$ cat config.mk
export PLATFORM = sky130hd
export DESIGN_NAME = pid_controller_antiwindup_top_flat
export DESIGN_NICKNAME = d
export VERILOG_FILES = /design/src/rtl/core/pid_aw_pkg.sv /design/src/rtl/core/pid_aw_if.sv /design/src/rtl/core/pid_aw_div.sv /design/src/rtl/core/pid_controller_antiwindup_top.sv /design/src/flat_wrapper.sv
export VERILOG_INCLUDE_DIRS = /design/src /design/src/rtl/core
export SDC_FILE = /design/constraint.sdc
export NUM_CORES = 2
export LEC_CHECK = 0
export ABC_AREA = 1
export BUFFER_PORTS_ARGS = -buffer_cell sky130_fd_sc_hd__buf_2
export CAP_MARGIN = 0
export CORE_MARGIN = 2
export CORE_UTILIZATION = 30
export CTS_BUF_LIST = sky130_fd_sc_hd__clkbuf_8
export DETAILED_ROUTE_END_ITERATION = 8
export PLACE_DENSITY = 0.52
export SLEW_MARGIN = 20
export SYNTH_ARGS = -nofsm -noshare
export SYNTH_HDL_FRONTEND = slang
export SYNTH_SLANG_ARGS = --single-unit
$ cat constraint.sdc
create_clock -name clk -period 14.07 [get_ports clk]
set_input_delay 0.7035 -clock clk [delete_from_list [all_inputs] [get_ports clk]]
set_output_delay 0.7035 -clock clk [all_outputs]
set_load 0.05 [all_outputs]
$ cat src/rtl/core/pid_controller_antiwindup_top_defines.svh
// Assertion macros for the RTL files that check themselves.
// Each macro expects clk and rst_n to be visible where it is used.
`ifndef PID_CONTROLLER_ANTIWINDUP_TOP_DEFINES_SVH
`define PID_CONTROLLER_ANTIWINDUP_TOP_DEFINES_SVH

// Same-cycle implication, checked outside reset.
`define PID_AW_ASSERT_IMP(lbl, ante, cons) \
  lbl: assert property (@(posedge clk) disable iff (!rst_n) (ante) |-> (cons)) \
    else $error("pid_aw: check failed");

// Next-cycle implication, checked outside reset.
`define PID_AW_ASSERT_NXT(lbl, ante, cons) \
  lbl: assert property (@(posedge clk) disable iff (!rst_n) (ante) |=> (cons)) \
    else $error("pid_aw: check failed");

`endif

$ cat src/rtl/core/pid_aw_pkg.sv
`default_nettype none

package pid_aw_pkg;

  // Field and register widths.
  localparam int ERR_W   = 16;
  localparam int GAIN_W  = 16;
  localparam int LIM_W   = 15;
  localparam int SUM_W   = 32;
  localparam int FRAC_W  = 8;

  // Sum limit divider: dividend is integ_limit scaled by 2^FRAC_W.
  localparam int DVD_W   = LIM_W + FRAC_W;
  localparam int DCNT_W  = $clog2(DVD_W + 1);

  // Shared multiplier: signed sum-width operand by zero-extended gain.
  localparam int MA_W    = SUM_W + 1;
  localparam int MB_W    = GAIN_W + 1;
  localparam int PROD_W  = MA_W + MB_W;

  // Configuration port.
  localparam int CFG_DW  = 32;
  localparam int CFG_AW  = 5;

  typedef enum logic [2:0] {
    REG_PROP_GAIN  = 3'd0,
    REG_INTEG_GAIN = 3'd1,
    REG_DERIV_GAIN = 3'd2,
    REG_INTEG_LIM  = 3'd3,
    REG_OUTPUT_LIM = 3'd4
  } reg_idx_t;

  typedef struct packed {
    logic              start;
    logic [DVD_W-1:0]  dividend;
    logic [GAIN_W-1:0] divisor;
  } div_req_t;

  typedef struct packed {
    logic             done;
    logic [DVD_W-1:0] quotient;
  } div_rsp_t;

  // Adds a 17-bit signed value to the error sum, saturating at 32 bits.
  function automatic logic signed [SUM_W-1:0] sat_add(
    input logic signed [SUM_W-1:0] a,
    input logic signed [ERR_W:0]   b
  );
    logic signed [SUM_W:0] s;
    s = {a[SUM_W-1], a} + {{(SUM_W-ERR_W){b[ERR_W]}}, b};
    if (s[SUM_W] != s[SUM_W-1]) begin
      sat_add = s[SUM_W] ? {1'b1, {(SUM_W-1){1'b0}}} : {1'b0, {(SUM_W-1){1'b1}}};
    end else begin
      sat_add = s[SUM_W-1:0];
    end
  endfunction

endpackage

`default_nettype wire

$ cat src/rtl/core/pid_aw_if.sv
`default_nettype none

interface pid_aw_in_if;
  logic                                  valid;
  logic                                  ready;
  logic signed [pid_aw_pkg::ERR_W-1:0]   error_sample;
  logic                                  clear_history;

  modport source (output valid, output error_sample, output clear_history, input ready);
  modport sink   (input valid, input error_sample, input clear_history, output ready);
endinterface

interface pid_aw_out_if;
  logic                                  valid;
  logic                                  ready;
  logic signed [pid_aw_pkg::ERR_W-1:0]   drive_value;
  logic                                  limited;

  modport source (output valid, output drive_value, output limited, input ready);
  modport sink   (input valid, input drive_value, input limited, output ready);
endinterface

`default_nettype wire

$ cat src/rtl/core/pid_aw_div.sv
`default_nettype none

module pid_aw_div
  import pid_aw_pkg::*;
(
  input  wire      clk,
  input  wire      rst_n,
  input  div_req_t req,
  output div_rsp_t rsp
);

  logic              busy_r;
  logic              done_r;
  logic [DCNT_W-1:0] cnt_r;
  logic [GAIN_W-1:0] rem_r;
  logic [GAIN_W-1:0] rem_nxt;
  logic [DVD_W-1:0]  dq_r;
  logic [GAIN_W-1:0] dsr_r;
  logic [GAIN_W:0]   shifted;
  logic [GAIN_W:0]   diff;
  logic              ge;

  // One restoring step per cycle: the dividend shifts out of dq_r at the
  // top while quotient bits shift in at the bottom.
  always_comb begin
    shifted = {rem_r, dq_r[DVD_W-1]};
    ge      = shifted >= {1'b0, dsr_r};
    diff    = shifted - {1'b0, dsr_r};
    rem_nxt = ge ? diff[GAIN_W-1:0] : shifted[GAIN_W-1:0];
  end

  always_ff @(posedge clk) begin
    if (!rst_n) begin
      busy_r <= 1'b0;
      done_r <= 1'b0;
      cnt_r  <= '0;
    end else begin
      done_r <= 1'b0;
      if (req.start) begin
        busy_r <= 1'b1;
        cnt_r  <= DCNT_W'(DVD_W);
      end else if (busy_r) begin
        cnt_r <= cnt_r - DCNT_W'(1);
        if (cnt_r == DCNT_W'(1)) begin
          busy_r <= 1'b0;
          done_r <= 1'b1;
        end
      end
    end
  end

  always_ff @(posedge clk) begin
    if (req.start) begin
      rem_r <= '0;
      dq_r  <= req.dividend;
      dsr_r <= req.divisor;
    end else if (busy_r) begin
      rem_r <= rem_nxt;
      dq_r  <= {dq_r[DVD_W-2:0], ge};
    end
  end

  assign rsp.done     = done_r;
  assign rsp.quotient = dq_r;

endmodule

`default_nettype wire

$ cat src/rtl/core/pid_controller_antiwindup_top.sv
// Positional PID controller with integral clamping and anti-windup, Q8.8.
// in_ch carries one word per control period: a signed Q8.8 error sample
// and a clear flag. out_ch returns one word per input word: the clamped
// drive value and a flag that tells whether the output limit was hit.
// Gains and limits are set through the APB-style cfg_ port (registers at
// byte addresses 0, 4, 8, 12, 16). The user must set them only while no
// word is in flight; the block itself does not enforce this. A normal
// word with a nonzero integral gain passes the sum update, the bit-serial
// divider that forms the sum limit (23 steps, then a done strobe), one
// clamp step, four steps through the shared multiplier and accumulator,
// one limit step and one output step. With zero integral gain the divider
// and the clamp step are skipped. A clear word goes straight to the output
// step. in_ch.ready is high only while the sequencer is idle, so no new
// word is accepted before the last one has left the sequencer.
// The result sits in an output register; the next input word is accepted
// while it waits. If the receiver stalls, the following result holds in the
// sequencer until the output register frees up.
// Reset clears the error sum and last error, sets the first-step flag (no
// derivative term on the next word), and restores the register defaults.
`include "pid_controller_antiwindup_top_defines.svh"
`default_nettype none

module pid_controller_antiwindup_top
  import pid_aw_pkg::*;
(
  input  wire                clk,
  input  wire                rst_n,
  pid_aw_in_if.sink          in_ch,
  pid_aw_out_if.source       out_ch,
  input  wire                cfg_psel,
  input  wire                cfg_penable,
  input  wire                cfg_pwrite,
  input  wire  [CFG_AW-1:0]  cfg_paddr,
  input  wire  [CFG_DW-1:0]  cfg_pwdata,
  output logic [CFG_DW-1:0]  cfg_prdata,
  output logic               cfg_pready
);

  typedef enum logic [9:0] {
    S_IDLE  = 10'b00_0000_0001,
    S_SUM   = 10'b00_0000_0010,
    S_DIV   = 10'b00_0000_0100,
    S_CLAMP = 10'b00_0000_1000,
    S_MP    = 10'b00_0001_0000,
    S_MI    = 10'b00_0010_0000,
    S_MD    = 10'b00_0100_0000,
    S_ACC   = 10'b00_1000_0000,
    S_LIM   = 10'b01_0000_0000,
    S_DONE  = 10'b10_0000_0000
  } state_t;

  state_t state_r, state_nxt;

  // Configuration registers.
  logic [GAIN_W-1:0] prop_gain_r, integ_gain_r, deriv_gain_r;
  logic [LIM_W-1:0]  integ_limit_r, output_limit_r;
  logic              cfg_wr;
  reg_idx_t          cfg_idx;

  // Controller state and working registers.
  logic signed [SUM_W-1:0]  sum_r;
  logic signed [ERR_W-1:0]  prev_r;
  logic                     first_r;
  logic signed [ERR_W-1:0]  e_r;
  logic [DVD_W-1:0]         sl_r;
  logic signed [PROD_W-1:0] prod_r;
  logic signed [PROD_W-1:0] acc_r;
  logic signed [ERR_W-1:0]  res_y_r;
  logic                     res_lim_r;

  // Output register.
  logic                     out_valid_r;
  logic signed [ERR_W-1:0]  out_y_r;
  logic                     out_lim_r;

  logic                     in_acc;
  logic                     out_free;
  logic signed [MA_W-1:0]   mul_a;
  logic signed [MB_W-1:0]   mul_b;
  logic signed [ERR_W:0]    e_ext;
  logic signed [ERR_W:0]    e_neg;
  logic signed [ERR_W:0]    e_diff;
  logic signed [SUM_W-1:0]  sl_s;
  logic signed [PROD_W-1:0] lim_full;
  logic signed [ERR_W-1:0]  olim_pos;
  logic signed [ERR_W-1:0]  olim_neg;
  div_req_t                 div_req;
  div_rsp_t                 div_rsp;

  // ---------------------------------------------------------------------
  // Configuration port
  // ---------------------------------------------------------------------
  assign cfg_pready = 1'b1;
  assign cfg_wr     = cfg_psel && cfg_penable && cfg_pwrite && cfg_pready;
  assign cfg_idx    = reg_idx_t'(cfg_paddr[CFG_AW-1:2]);

  always_ff @(posedge clk) begin
    if (!rst_n) begin
      prop_gain_r    <= '0;
      integ_gain_r   <= '0;
      deriv_gain_r   <= '0;
      integ_limit_r  <= '1;
      output_limit_r <= '1;
    end else if (cfg_wr) begin
      case (cfg_idx)
        REG_PROP_GAIN:  prop_gain_r    <= cfg_pwdata[GAIN_W-1:0];
        REG_INTEG_GAIN: integ_gain_r   <= cfg_pwdata[GAIN_W-1:0];
        REG_DERIV_GAIN: deriv_gain_r   <= cfg_pwdata[GAIN_W-1:0];
        REG_INTEG_LIM:  integ_limit_r  <= cfg_pwdata[LIM_W-1:0];
        REG_OUTPUT_LIM: output_limit_r <= cfg_pwdata[LIM_W-1:0];
        default: ;
      endcase
    end
  end

  always_comb begin
    case (cfg_idx)
      REG_PROP_GAIN:  cfg_prdata = CFG_DW'(prop_gain_r);
      REG_INTEG_GAIN: cfg_prdata = CFG_DW'(integ_gain_r);
      REG_DERIV_GAIN: cfg_prdata = CFG_DW'(deriv_gain_r);
      REG_INTEG_LIM:  cfg_prdata = CFG_DW'(integ_limit_r);
      REG_OUTPUT_LIM: cfg_prdata = CFG_DW'(output_limit_r);
      default:        cfg_prdata = '0;
    endcase
  end

  // ---------------------------------------------------------------------
  // Sum limit divider
  // ---------------------------------------------------------------------
  assign div_req.start    = (state_r == S_SUM) && (integ_gain_r != '0);
  assign div_req.dividend = {integ_limit_r, {FRAC_W{1'b0}}};
  assign div_req.divisor  = integ_gain_r;

  pid_aw_div u_div (
    .clk   (clk),
    .rst_n (rst_n),
    .req   (div_req),
    .rsp   (div_rsp)
  );

  // ---------------------------------------------------------------------
  // Datapath helpers
  // ---------------------------------------------------------------------
  assign in_ch.ready = (state_r == S_IDLE);
  assign in_acc      = in_ch.valid && in_ch.ready;
  assign out_free    = !out_valid_r || out_ch.ready;

  assign e_ext    = {e_r[ERR_W-1], e_r};
  assign e_neg    = -e_ext;
  assign e_diff   = e_ext - {prev_r[ERR_W-1], prev_r};
  assign sl_s     = {{(SUM_W-DVD_W){1'b0}}, sl_r};
  assign lim_full = {{(PROD_W-LIM_W-FRAC_W){1'b0}}, output_limit_r, {FRAC_W{1'b0}}};
  assign olim_pos = {1'b0, output_limit_r};
  assign olim_neg = -olim_pos;

  // Operand select for the shared multiplier. The derivative product is
  // forced to zero on the first step after reset or clear.
  always_comb begin
    case (state_r)
      S_MP: begin
        mul_a = {{(MA_W-ERR_W){e_r[ERR_W-1]}}, e_r};
        mul_b = {1'b0, prop_gain_r};
      end
      S_MI: begin
        mul_a = {sum_r[SUM_W-1], sum_r};
        mul_b = {1'b0, integ_gain_r};
      end
      S_MD: begin
        mul_a = {{(MA_W-ERR_W-1){e_diff[ERR_W]}}, e_diff};
        mul_b = first_r ? '0 : {1'b0, deriv_gain_r};
      end
      default: begin
        mul_a = '0;
        mul_b = '0;
      end
    endcase
  end

  // ---------------------------------------------------------------------
  // Sequencer
  // ---------------------------------------------------------------------
  always_comb begin
    state_nxt = state_r;
    case (state_r)
      S_IDLE:  if (in_acc) state_nxt = in_ch.clear_history ? S_DONE : S_SUM;
      S_SUM:   state_nxt = (integ_gain_r != '0) ? S_DIV : S_MP;
      S_DIV:   if (div_rsp.done) state_nxt = S_CLAMP;
      S_CLAMP: state_nxt = S_MP;
      S_MP:    state_nxt = S_MI;
      S_MI:    state_nxt = S_MD;
      S_MD:    state_nxt = S_ACC;
      S_ACC:   state_nxt = S_LIM;
      S_LIM:   state_nxt = S_DONE;
      S_DONE:  if (out_free) state_nxt = S_IDLE;
      default: state_nxt = S_IDLE;
    endcase
  end

  always_ff @(posedge clk) begin
    if (!rst_n) begin
      state_r     <= S_IDLE;
      sum_r       <= '0;
      prev_r      <= '0;
      first_r     <= 1'b1;
      out_valid_r <= 1'b0;
    end else begin
      state_r <= state_nxt;
      if ((state_r == S_DONE) && out_free) begin
        out_valid_r <= 1'b1;
      end else if (out_valid_r && out_ch.ready) begin
        out_valid_r <= 1'b0;
      end
      case (state_r)
        S_IDLE: begin
          if (in_acc && in_ch.clear_history) begin
            sum_r   <= '0;
            prev_r  <= '0;
            first_r <= 1'b1;
          end
        end
        S_SUM: sum_r <= sat_add(sum_r, e_ext);
        S_CLAMP: begin
          if (sum_r > sl_s) begin
            sum_r <= sl_s;
          end else if (sum_r < -sl_s) begin
            sum_r <= -sl_s;
          end
        end
        S_LIM: begin
          // Anti-windup: a clamped output takes this sample back out.
          if ((acc_r > lim_full) || (acc_r < -lim_full)) begin
            sum_r <= sat_add(sum_r, e_neg);
          end
          prev_r  <= e_r;
          first_r <= 1'b0;
        end
        default: ;
      endcase
    end
  end

  // Payload registers.
  always_ff @(posedge clk) begin
    if (in_acc) begin
      e_r <= in_ch.error_sample;
    end
    if (in_acc && in_ch.clear_history) begin
      res_y_r   <= '0;
      res_lim_r <= 1'b0;
    end
    if (div_rsp.done) begin
      sl_r <= div_rsp.quotient;
    end
    prod_r <= mul_a * mul_b;
    case (state_r)
      S_MI:  acc_r <= prod_r;
      S_MD:  acc_r <= acc_r + prod_r;
      S_ACC: acc_r <= acc_r + prod_r;
      default: ;
    endcase
    if (state_r == S_LIM) begin
      if (acc_r > lim_full) begin
        res_y_r   <= olim_pos;
        res_lim_r <= 1'b1;
      end else if (acc_r < -lim_full) begin
        res_y_r   <= olim_neg;
        res_lim_r <= 1'b1;
      end else begin
        // Arithmetic shift gives the floor of the Q34.16 total in Q8.8.
        res_y_r   <= acc_r[FRAC_W +: ERR_W];
        res_lim_r <= 1'b0;
      end
    end
    if ((state_r == S_DONE) && out_free) begin
      out_y_r   <= res_y_r;
      out_lim_r <= res_lim_r;
    end
  end

  assign out_ch.valid       = out_valid_r;
  assign out_ch.drive_value = out_y_r;
  assign out_ch.limited     = out_lim_r;

  // ---------------------------------------------------------------------
  // Checks
  // ---------------------------------------------------------------------
  `PID_AW_ASSERT_NXT(a_busy_after_accept, in_acc, !in_ch.ready)
  `PID_AW_ASSERT_IMP(a_div_done_in_wait, div_rsp.done, state_r == S_DIV)
  `PID_AW_ASSERT_IMP(a_sum_within_limit, (state_r == S_MP) && (integ_gain_r != '0),
                     (sum_r <= sl_s) && (sum_r >= -sl_s))
  `PID_AW_ASSERT_IMP(a_limited_at_bound, out_valid_r && out_lim_r,
                     (out_y_r == olim_pos) || (out_y_r == olim_neg))

endmodule

`default_nettype wire

$ cat src/flat_wrapper.sv
// flat-port wrapper written by rule: the top's interface ports become plain ports
module pid_controller_antiwindup_top_flat import pid_aw_pkg::*;
  (clk, rst_n, cfg_psel, cfg_penable, cfg_pwrite, cfg_paddr, cfg_pwdata, cfg_prdata, cfg_pready, in_ch_valid, in_ch_error_sample, in_ch_clear_history, in_ch_ready, out_ch_valid, out_ch_drive_value, out_ch_limited, out_ch_ready);
  pid_aw_in_if in_ch_i ();
  pid_aw_out_if out_ch_i ();
  input  wire clk;
  input  wire rst_n;
  input  wire cfg_psel;
  input  wire cfg_penable;
  input  wire cfg_pwrite;
  input  wire  [CFG_AW-1:0] cfg_paddr;
  input  wire  [CFG_DW-1:0] cfg_pwdata;
  output logic [CFG_DW-1:0] cfg_prdata;
  output logic cfg_pready;
  input wire logic [$bits(in_ch_i.valid)-1:0] in_ch_valid;
  input wire logic [$bits(in_ch_i.error_sample)-1:0] in_ch_error_sample;
  input wire logic [$bits(in_ch_i.clear_history)-1:0] in_ch_clear_history;
  output wire logic [$bits(in_ch_i.ready)-1:0] in_ch_ready;
  output wire logic [$bits(out_ch_i.valid)-1:0] out_ch_valid;
  output wire logic [$bits(out_ch_i.drive_value)-1:0] out_ch_drive_value;
  output wire logic [$bits(out_ch_i.limited)-1:0] out_ch_limited;
  input wire logic [$bits(out_ch_i.ready)-1:0] out_ch_ready;
  assign in_ch_i.valid = in_ch_valid;
  assign in_ch_i.error_sample = in_ch_error_sample;
  assign in_ch_i.clear_history = in_ch_clear_history;
  assign in_ch_ready = in_ch_i.ready;
  assign out_ch_valid = out_ch_i.valid;
  assign out_ch_drive_value = out_ch_i.drive_value;
  assign out_ch_limited = out_ch_i.limited;
  assign out_ch_i.ready = out_ch_ready;
  pid_controller_antiwindup_top u_core (.clk(clk), .rst_n(rst_n), .in_ch(in_ch_i), .out_ch(out_ch_i), .cfg_psel(cfg_psel), .cfg_penable(cfg_penable), .cfg_pwrite(cfg_pwrite), .cfg_paddr(cfg_paddr), .cfg_pwdata(cfg_pwdata), .cfg_prdata(cfg_prdata), .cfg_pready(cfg_pready));
endmodule
# After elaboration in Yosys (flattened, before gate mapping)
# Index checks and enable logic that the tools add are counted.
dict set report totals {
  ff_bits 373
  input_bits 61
}
dict set report classes {
  n_bitwise 2
  eq_ne 23
  multipliers 1
  n_mux 42
  order_cmp 5
  n_reduce_logical 29
  addsub 10
}
# operator count
set op_table {}
lappend op_table {{32-bit 2-to-1 mux} 8}
lappend op_table {{32-bit case mux with 4 select lines} 1}
lappend op_table {{10-bit case mux with 10 select lines} 1}
lappend op_table {{50-bit case mux with 2 select lines} 1}
lappend op_table {{33-bit case mux with 3 select lines} 1}
lappend op_table {{16-bit 2-to-1 mux} 6}
lappend op_table {{16-bit case mux with 5 select lines} 1}
lappend op_table {{50-bit adder} 1}
lappend op_table {{50-bit by 24-bit > comparator with 1-bit output} 1}
lappend op_table {{50-bit less-than comparator} 1}
lappend op_table {{33-bit by 17-bit multiplier with 50-bit output} 1}
lappend op_table {{23-bit negator with 50-bit output} 1}
lappend op_table {{16-bit case mux with 3 select lines} 1}
lappend op_table {{23-bit 2-to-1 mux} 2}
lappend op_table {{10-bit 2-to-1 mux} 4}
lappend op_table {{32-bit by 16-bit adder with 33-bit output} 1}
lappend op_table {{32-bit by 17-bit adder with 33-bit output} 1}
lappend op_table {{32-bit by 24-bit > comparator with 1-bit output} 1}
lappend op_table {{32-bit less-than comparator} 1}
lappend op_table {{23-bit negator with 32-bit output} 1}
lappend op_table {{16-bit case mux with 2 select lines} 1}
lappend op_table {{17-bit by 16-bit greater-or-equal comparator with 1-bit output} 1}
lappend op_table {{16-bit negator with 17-bit output} 1}
lappend op_table {{16-bit by 16-bit subtractor with 17-bit output} 1}
lappend op_table {{other kinds (37)} 72}

# Logic depth before layout (Yosys ltp)
dict set report depth {
  ltp_word 6
  depth_mapped 41
}

# Modules after synthesis
# Synthesis repeated with hierarchy kept, for this count alone.
dict set report hier_totals {
  cells_unflattened 6356
  hier_area_um2 46912.5
}
# module cells_each area_per_inst_um2 instances seq_area_each_um2
set by_module_without_submodules {}
lappend by_module_without_submodules {pid_controller_antiwindup_top 5877 43280.3 1 7457.2}
lappend by_module_without_submodules {pid_aw_div 479 3632.2 1 1631.6}

# Worst setup path before layout
# Ideal clock, no wire load.
dict set report synth_timing {
  path_kind {register -> register}
  start {register u_core.e_r[0]}
  end {register u_core.prod_r[48]}
  t_arrival_ps 7180
  n_path_buf 2
  t_required_ps 13947
  stages_incl_launch_ff 36
  slack_ps 6767
  path_cell_list {edfxtp_1 > inv_1 > ha_1 > fa_1 > inv_1 > nand3_1 > nand2_1 > nand3_1 > o2111ai_1 > nand2_1 > nand2_1 > nand2_1 > nand2_1 > nand2_1 > o211ai_2 > buf_2 > buf_2 > a21oi_1 > fa_1 > inv_1 > fa_1 > inv_1 > fa_1 > fa_1 > fa_1 > inv_1 > fa_1 > inv_1 > ha_1 > nand2_1 > nor2_1 > and3_1 > nand3_1 > nand3_1 > a21oi_1 > xor2_1}
}
dict set report synth_via {
  elab_chain_len 3
}
# element line_no
set synth_lines {}
lappend synth_lines {{start, declared} pid_controller_antiwindup_top.sv:64} ;# logic signed [ERR_W-1:0] e_r;
lappend synth_lines {{start signal, assigned} pid_controller_antiwindup_top.sv:245} ;# e_r <= in_ch.error_sample;
lappend synth_lines {{16-bit by 16-bit subtractor with 17-bit output} pid_controller_antiwindup_top.sv:150} ;# assign e_diff = e_ext - {prev_r[ERR_W-1], prev_r};
lappend synth_lines {{33-bit case mux with 3 select lines *} pid_controller_antiwindup_top.sv:159} ;# case (state_r)
lappend synth_lines {{33-bit by 17-bit multiplier with 50-bit output *} pid_controller_antiwindup_top.sv:254} ;# prod_r <= mul_a * mul_b;
lappend synth_lines {{end signal, assigned} pid_controller_antiwindup_top.sv:254}
lappend synth_lines {{end, declared} pid_controller_antiwindup_top.sv:66} ;# logic signed [PROD_W-1:0] prod_r;
# Every way passes the cells marked *; elsewhere a longest branch is shown, timed or not.
# A chain may end at the register's enable or synchronous reset.

# Worst setup path after layout
dict set report layout_timing {
  start {register u_core.e_r[1]}
  end {register u_core.prod_r[49]}
}
# The elaborated chain is that of the path after synthesis.

==> qor.yml <==
placed_design:
  io_buffers: 77
  gp_congestion: 0.933
  pre_cts_ws_ns: 4.65
  dp.cells: 8181
  hpwlAfterDp_um: 124000
detailed_routing:
  vias: 40500
  wirelength_um: 153000
  drt_iter0_drc: 2859
  route.detailed.drc: 0
  antenna_left: 0
  wire_per_inst_um: 18.4
  vias_per_cell: 4.88
  first_pass_iters: 6
yosys:
  ys.flop_type: "dfxtp_1"
  synth_edf_count: 154
  ys_seq_area_share_pct: 19.4
  synth_area_um2: 46400
  yosysMostFrequentCell: "nand2_1"
  async_reset_ff_share_pct: 0
  synth_warnings: 0
  synthDistinctLibCells: 67
  synth.ff_latch_count: 373
  syn_inst: 6207
  yosys-top-cells-count: "1397 x nand2_1, 1141 x inv_1, 500 x nor2_1"
  yosys-top-cells-area: "fa_1 21%, nand2_1 11%, ha_1 10%, edfxtp_1 10%, dfxtp_1 9.4%"
  synth_top_area_share_pct: 21.5
  syn-mean-instance-area_um2: 7.47
  synth.largest_area_cell: "fa_1"
run_status:
  status: "finished clean"
timing:
  slew_violations: 0
  setup_viol: 0
  setup_tns_ns: 0
  setup_slack_ns: 4.56
  slew_headroom_pct: 23.6
  layout_min_cycle_time_ns: 9.51
  worstMarginPinSlew_ns: 1.14
  max_freq_mhz: 105
  finClkSkew_ns: 0.109
  final.period_utilization_pct: 67.6
  rsz0062_at_grt: "no"
  hold_viol: 0
final_layout:
  fin_cells: 8306
  n_fill_cell: 16800
  drive_above_1_share_pct: 5.80
  syn2layout_area_growth_pct: 8.13
  final_util_pct: 32.6
  nets: 7146
clock_network:
  cts_made_buffers: 68
  cts_setup_buffers: 0
  clkSinkCount: 373
  cts-root-buf: "clkbuf_8"
  cts_resized: 0
  cts_buffer_depth: 3
  cts.clk_slew.worst_paths_ns: 0.07
  htree_levels: 3
  postCtsHoldBufs: 0
  cts_tree: "yes"
  clk_latency_ns: 0.77
global_route:
  antenna_found_initial: 12
  grt_pass1_wl_um: 239000
  grt_max_degree: 83
  grt_pass1_vias: 40500
  track_usage_pct: 19.5
  gr-total-overflow: 0
critical_path:
  cpPeakStageDelay_ns: 0.59
  cp_slowest_cell: "fa_1"
  worstPathArrival_ns: 10.09
  cp_max_fo: 61
  cp.required_ns: 14.65
  cp_top_family: "adder cells"
  end_kind: "flop"
  cp_common_cell: "nand2_1"
  critical_path.startpoint_type: "flop"
  cp_num_buf_inv: 8
  crit_type: "flop to flop"
die:
  coreArea_um2: 154000
  dieHeight_um: 397
  start_util_pct: 30.2
  die_x_um: 397
  dieArea_um2: 158000
  rows: 144
  ios: 113
pwr:
  p_leak_nw: 24.2
  p_per_area_nw_per_um2: 71.6
  power.total_w: 0.00359
  vdd_drop_max_uv: 59.0
run:
  drv_cap: 0
worst_hold_path:
  hp-class: "input port to flop"
## worst paths after layout
path / slack, ns / cells after the start / end / start
setup / recovery: 4.56 / 36 / u_core.prod_r[49]$_DFF_P_ / u_core.e_r[1]$_DFFE_PP_
hold reg to reg: 0.42 / 0 / u_core.out_ch.drive_value[0]$_DFFE_PP_ / u_core.res_y_r[0]$_SDFFCE_PN0P_
setup reg to reg: 4.56 / 36 / u_core.prod_r[49]$_DFF_P_ / u_core.e_r[1]$_DFFE_PP_
hold / removal: 0.11 / 1 / u_core.e_r[1]$_DFFE_PP_ / in_ch_error_sample[1]
## worst reg2reg max path, delay by kind of cell, from the launching register on
family          cells  cell delay (ns)
fa+ha+maj           8             3.98
buf+inv             8             1.68
compound gates      8             1.57
simple gates       11             1.45
flops               1             0.50
xor+xnor            1             0.16
## flip-flops by register name, indices dropped and copies added, names as in the netlist, 5 cells and up
register / cells
u_core.prod_r: 50
u_core.integ_gain_r: 16
u_core.integ_limit_r: 15
u_core.state_r: 10
u_core.e_r: 16
u_core.sl_r: 23
u_core.out_ch.drive_value: 16
u_core.prop_gain_r: 16
u_core.res_y_r: 16
u_core.acc_r: 50
u_core.u_div.rem_r: 16
u_core.u_div.dq_r: 23
u_core.u_div.cnt_r: 5
u_core.u_div.dsr_r: 16
u_core.output_limit_r: 15
u_core.sum_r: 32
u_core.deriv_gain_r: 16
u_core.prev_r: 16
## metrics by stage
| stage | hold WS (ns) | area (µm²) |
|---|---|---|
| 3_3_place_gp | 0.412 | 48700 |
| 2_1_floorplan | 0.400 | 46500 |
| 6_report | 0.105 | 50200 |
| 3_5_place_dp | 0.406 | 48700 |
| 5_1_grt | 0.0523 | 50200 |
| 4_1_cts | 0.0147 | 50200 |
## layout make-up
cell class              instances  area, µm²  share of cell area (%)
well taps                    2044       2560                    5.10
repair buffers                117        692                    1.38
inverters                    1186       4460                    8.88
clock buffers                  73       1000                    2.00
flip-flops and latches        373       9010                    18.0
multi-input cells            4462      32000                    63.8
diodes                          1       2.50                 0.00499
clock inverters                50        445                   0.888
## per-layer routing
metal  GRT usage [%]  up-vias  share of wire (%)
met5               0        -                  0
met4            5.40        0                2.9
met3            3.22      195                5.9
met2            32.1     1021                 46
met1            26.2    19600                 45
li1                -    19700                  -
## cell usage in the layout (no fill, tap or decap), types with 34 or more instances in the layout
cell type | netlist | final
a21oi_1 | 451 | 447
a31oi_1 | 48 | 47
buf_2 | 85 | 77
buf_4 | 37 | 39
clkbuf_8 | 0 | 74
dfxtp_1 | 219 | 219
edfxtp_1 | 154 | 154
fa_1 | 498 | 498
ha_1 | 379 | 379
inv_1 | 1141 | 1162
inv_2 | 33 | 34
nand2_1 | 1397 | 1396
nand3_1 | 252 | 252
nand4_1 | 50 | 50
nor2_1 | 500 | 498
nor3_1 | 68 | 67
o211ai_1 | 41 | 41
o21ai_0 | 273 | 272
xnor2_1 | 55 | 55
xor2_1 | 111 | 111
## power breakdown
group	internal [W]	total, W	leakage [nW]	switching (W)
Sequential	0.00120	0.00129	3.25	0.0000873
Combinational	0.000335	0.00116	20.1	0.000827
Clock	0.000604	0.00114	0.815	0.000533
Total	0.00214	0.00359	24.2	0.00145
## kinds of logic (layout without fill, tap and decap cells)
| kind of cell | count (synthesis) | count (layout) | share of synthesized area (%) |
|---|---|---|---|
| AND/OR/NAND/NOR | 2389 | 2389 | 21.4 |
| buffers and inverters | 1387 | 1426 | 11.9 |
| AO/OA/AOI/OAI | 1013 | 1013 | 12.4 |
| adder cells (fa/ha/maj) | 877 | 877 | 31.7 |
| flip-flops | 373 | 373 | 19.4 |
| XOR/XNOR | 166 | 166 | 3.13 |
| other | 2 | 18 | 0.0162 |
No activity file was read; power rests on OpenSTA's default activity.
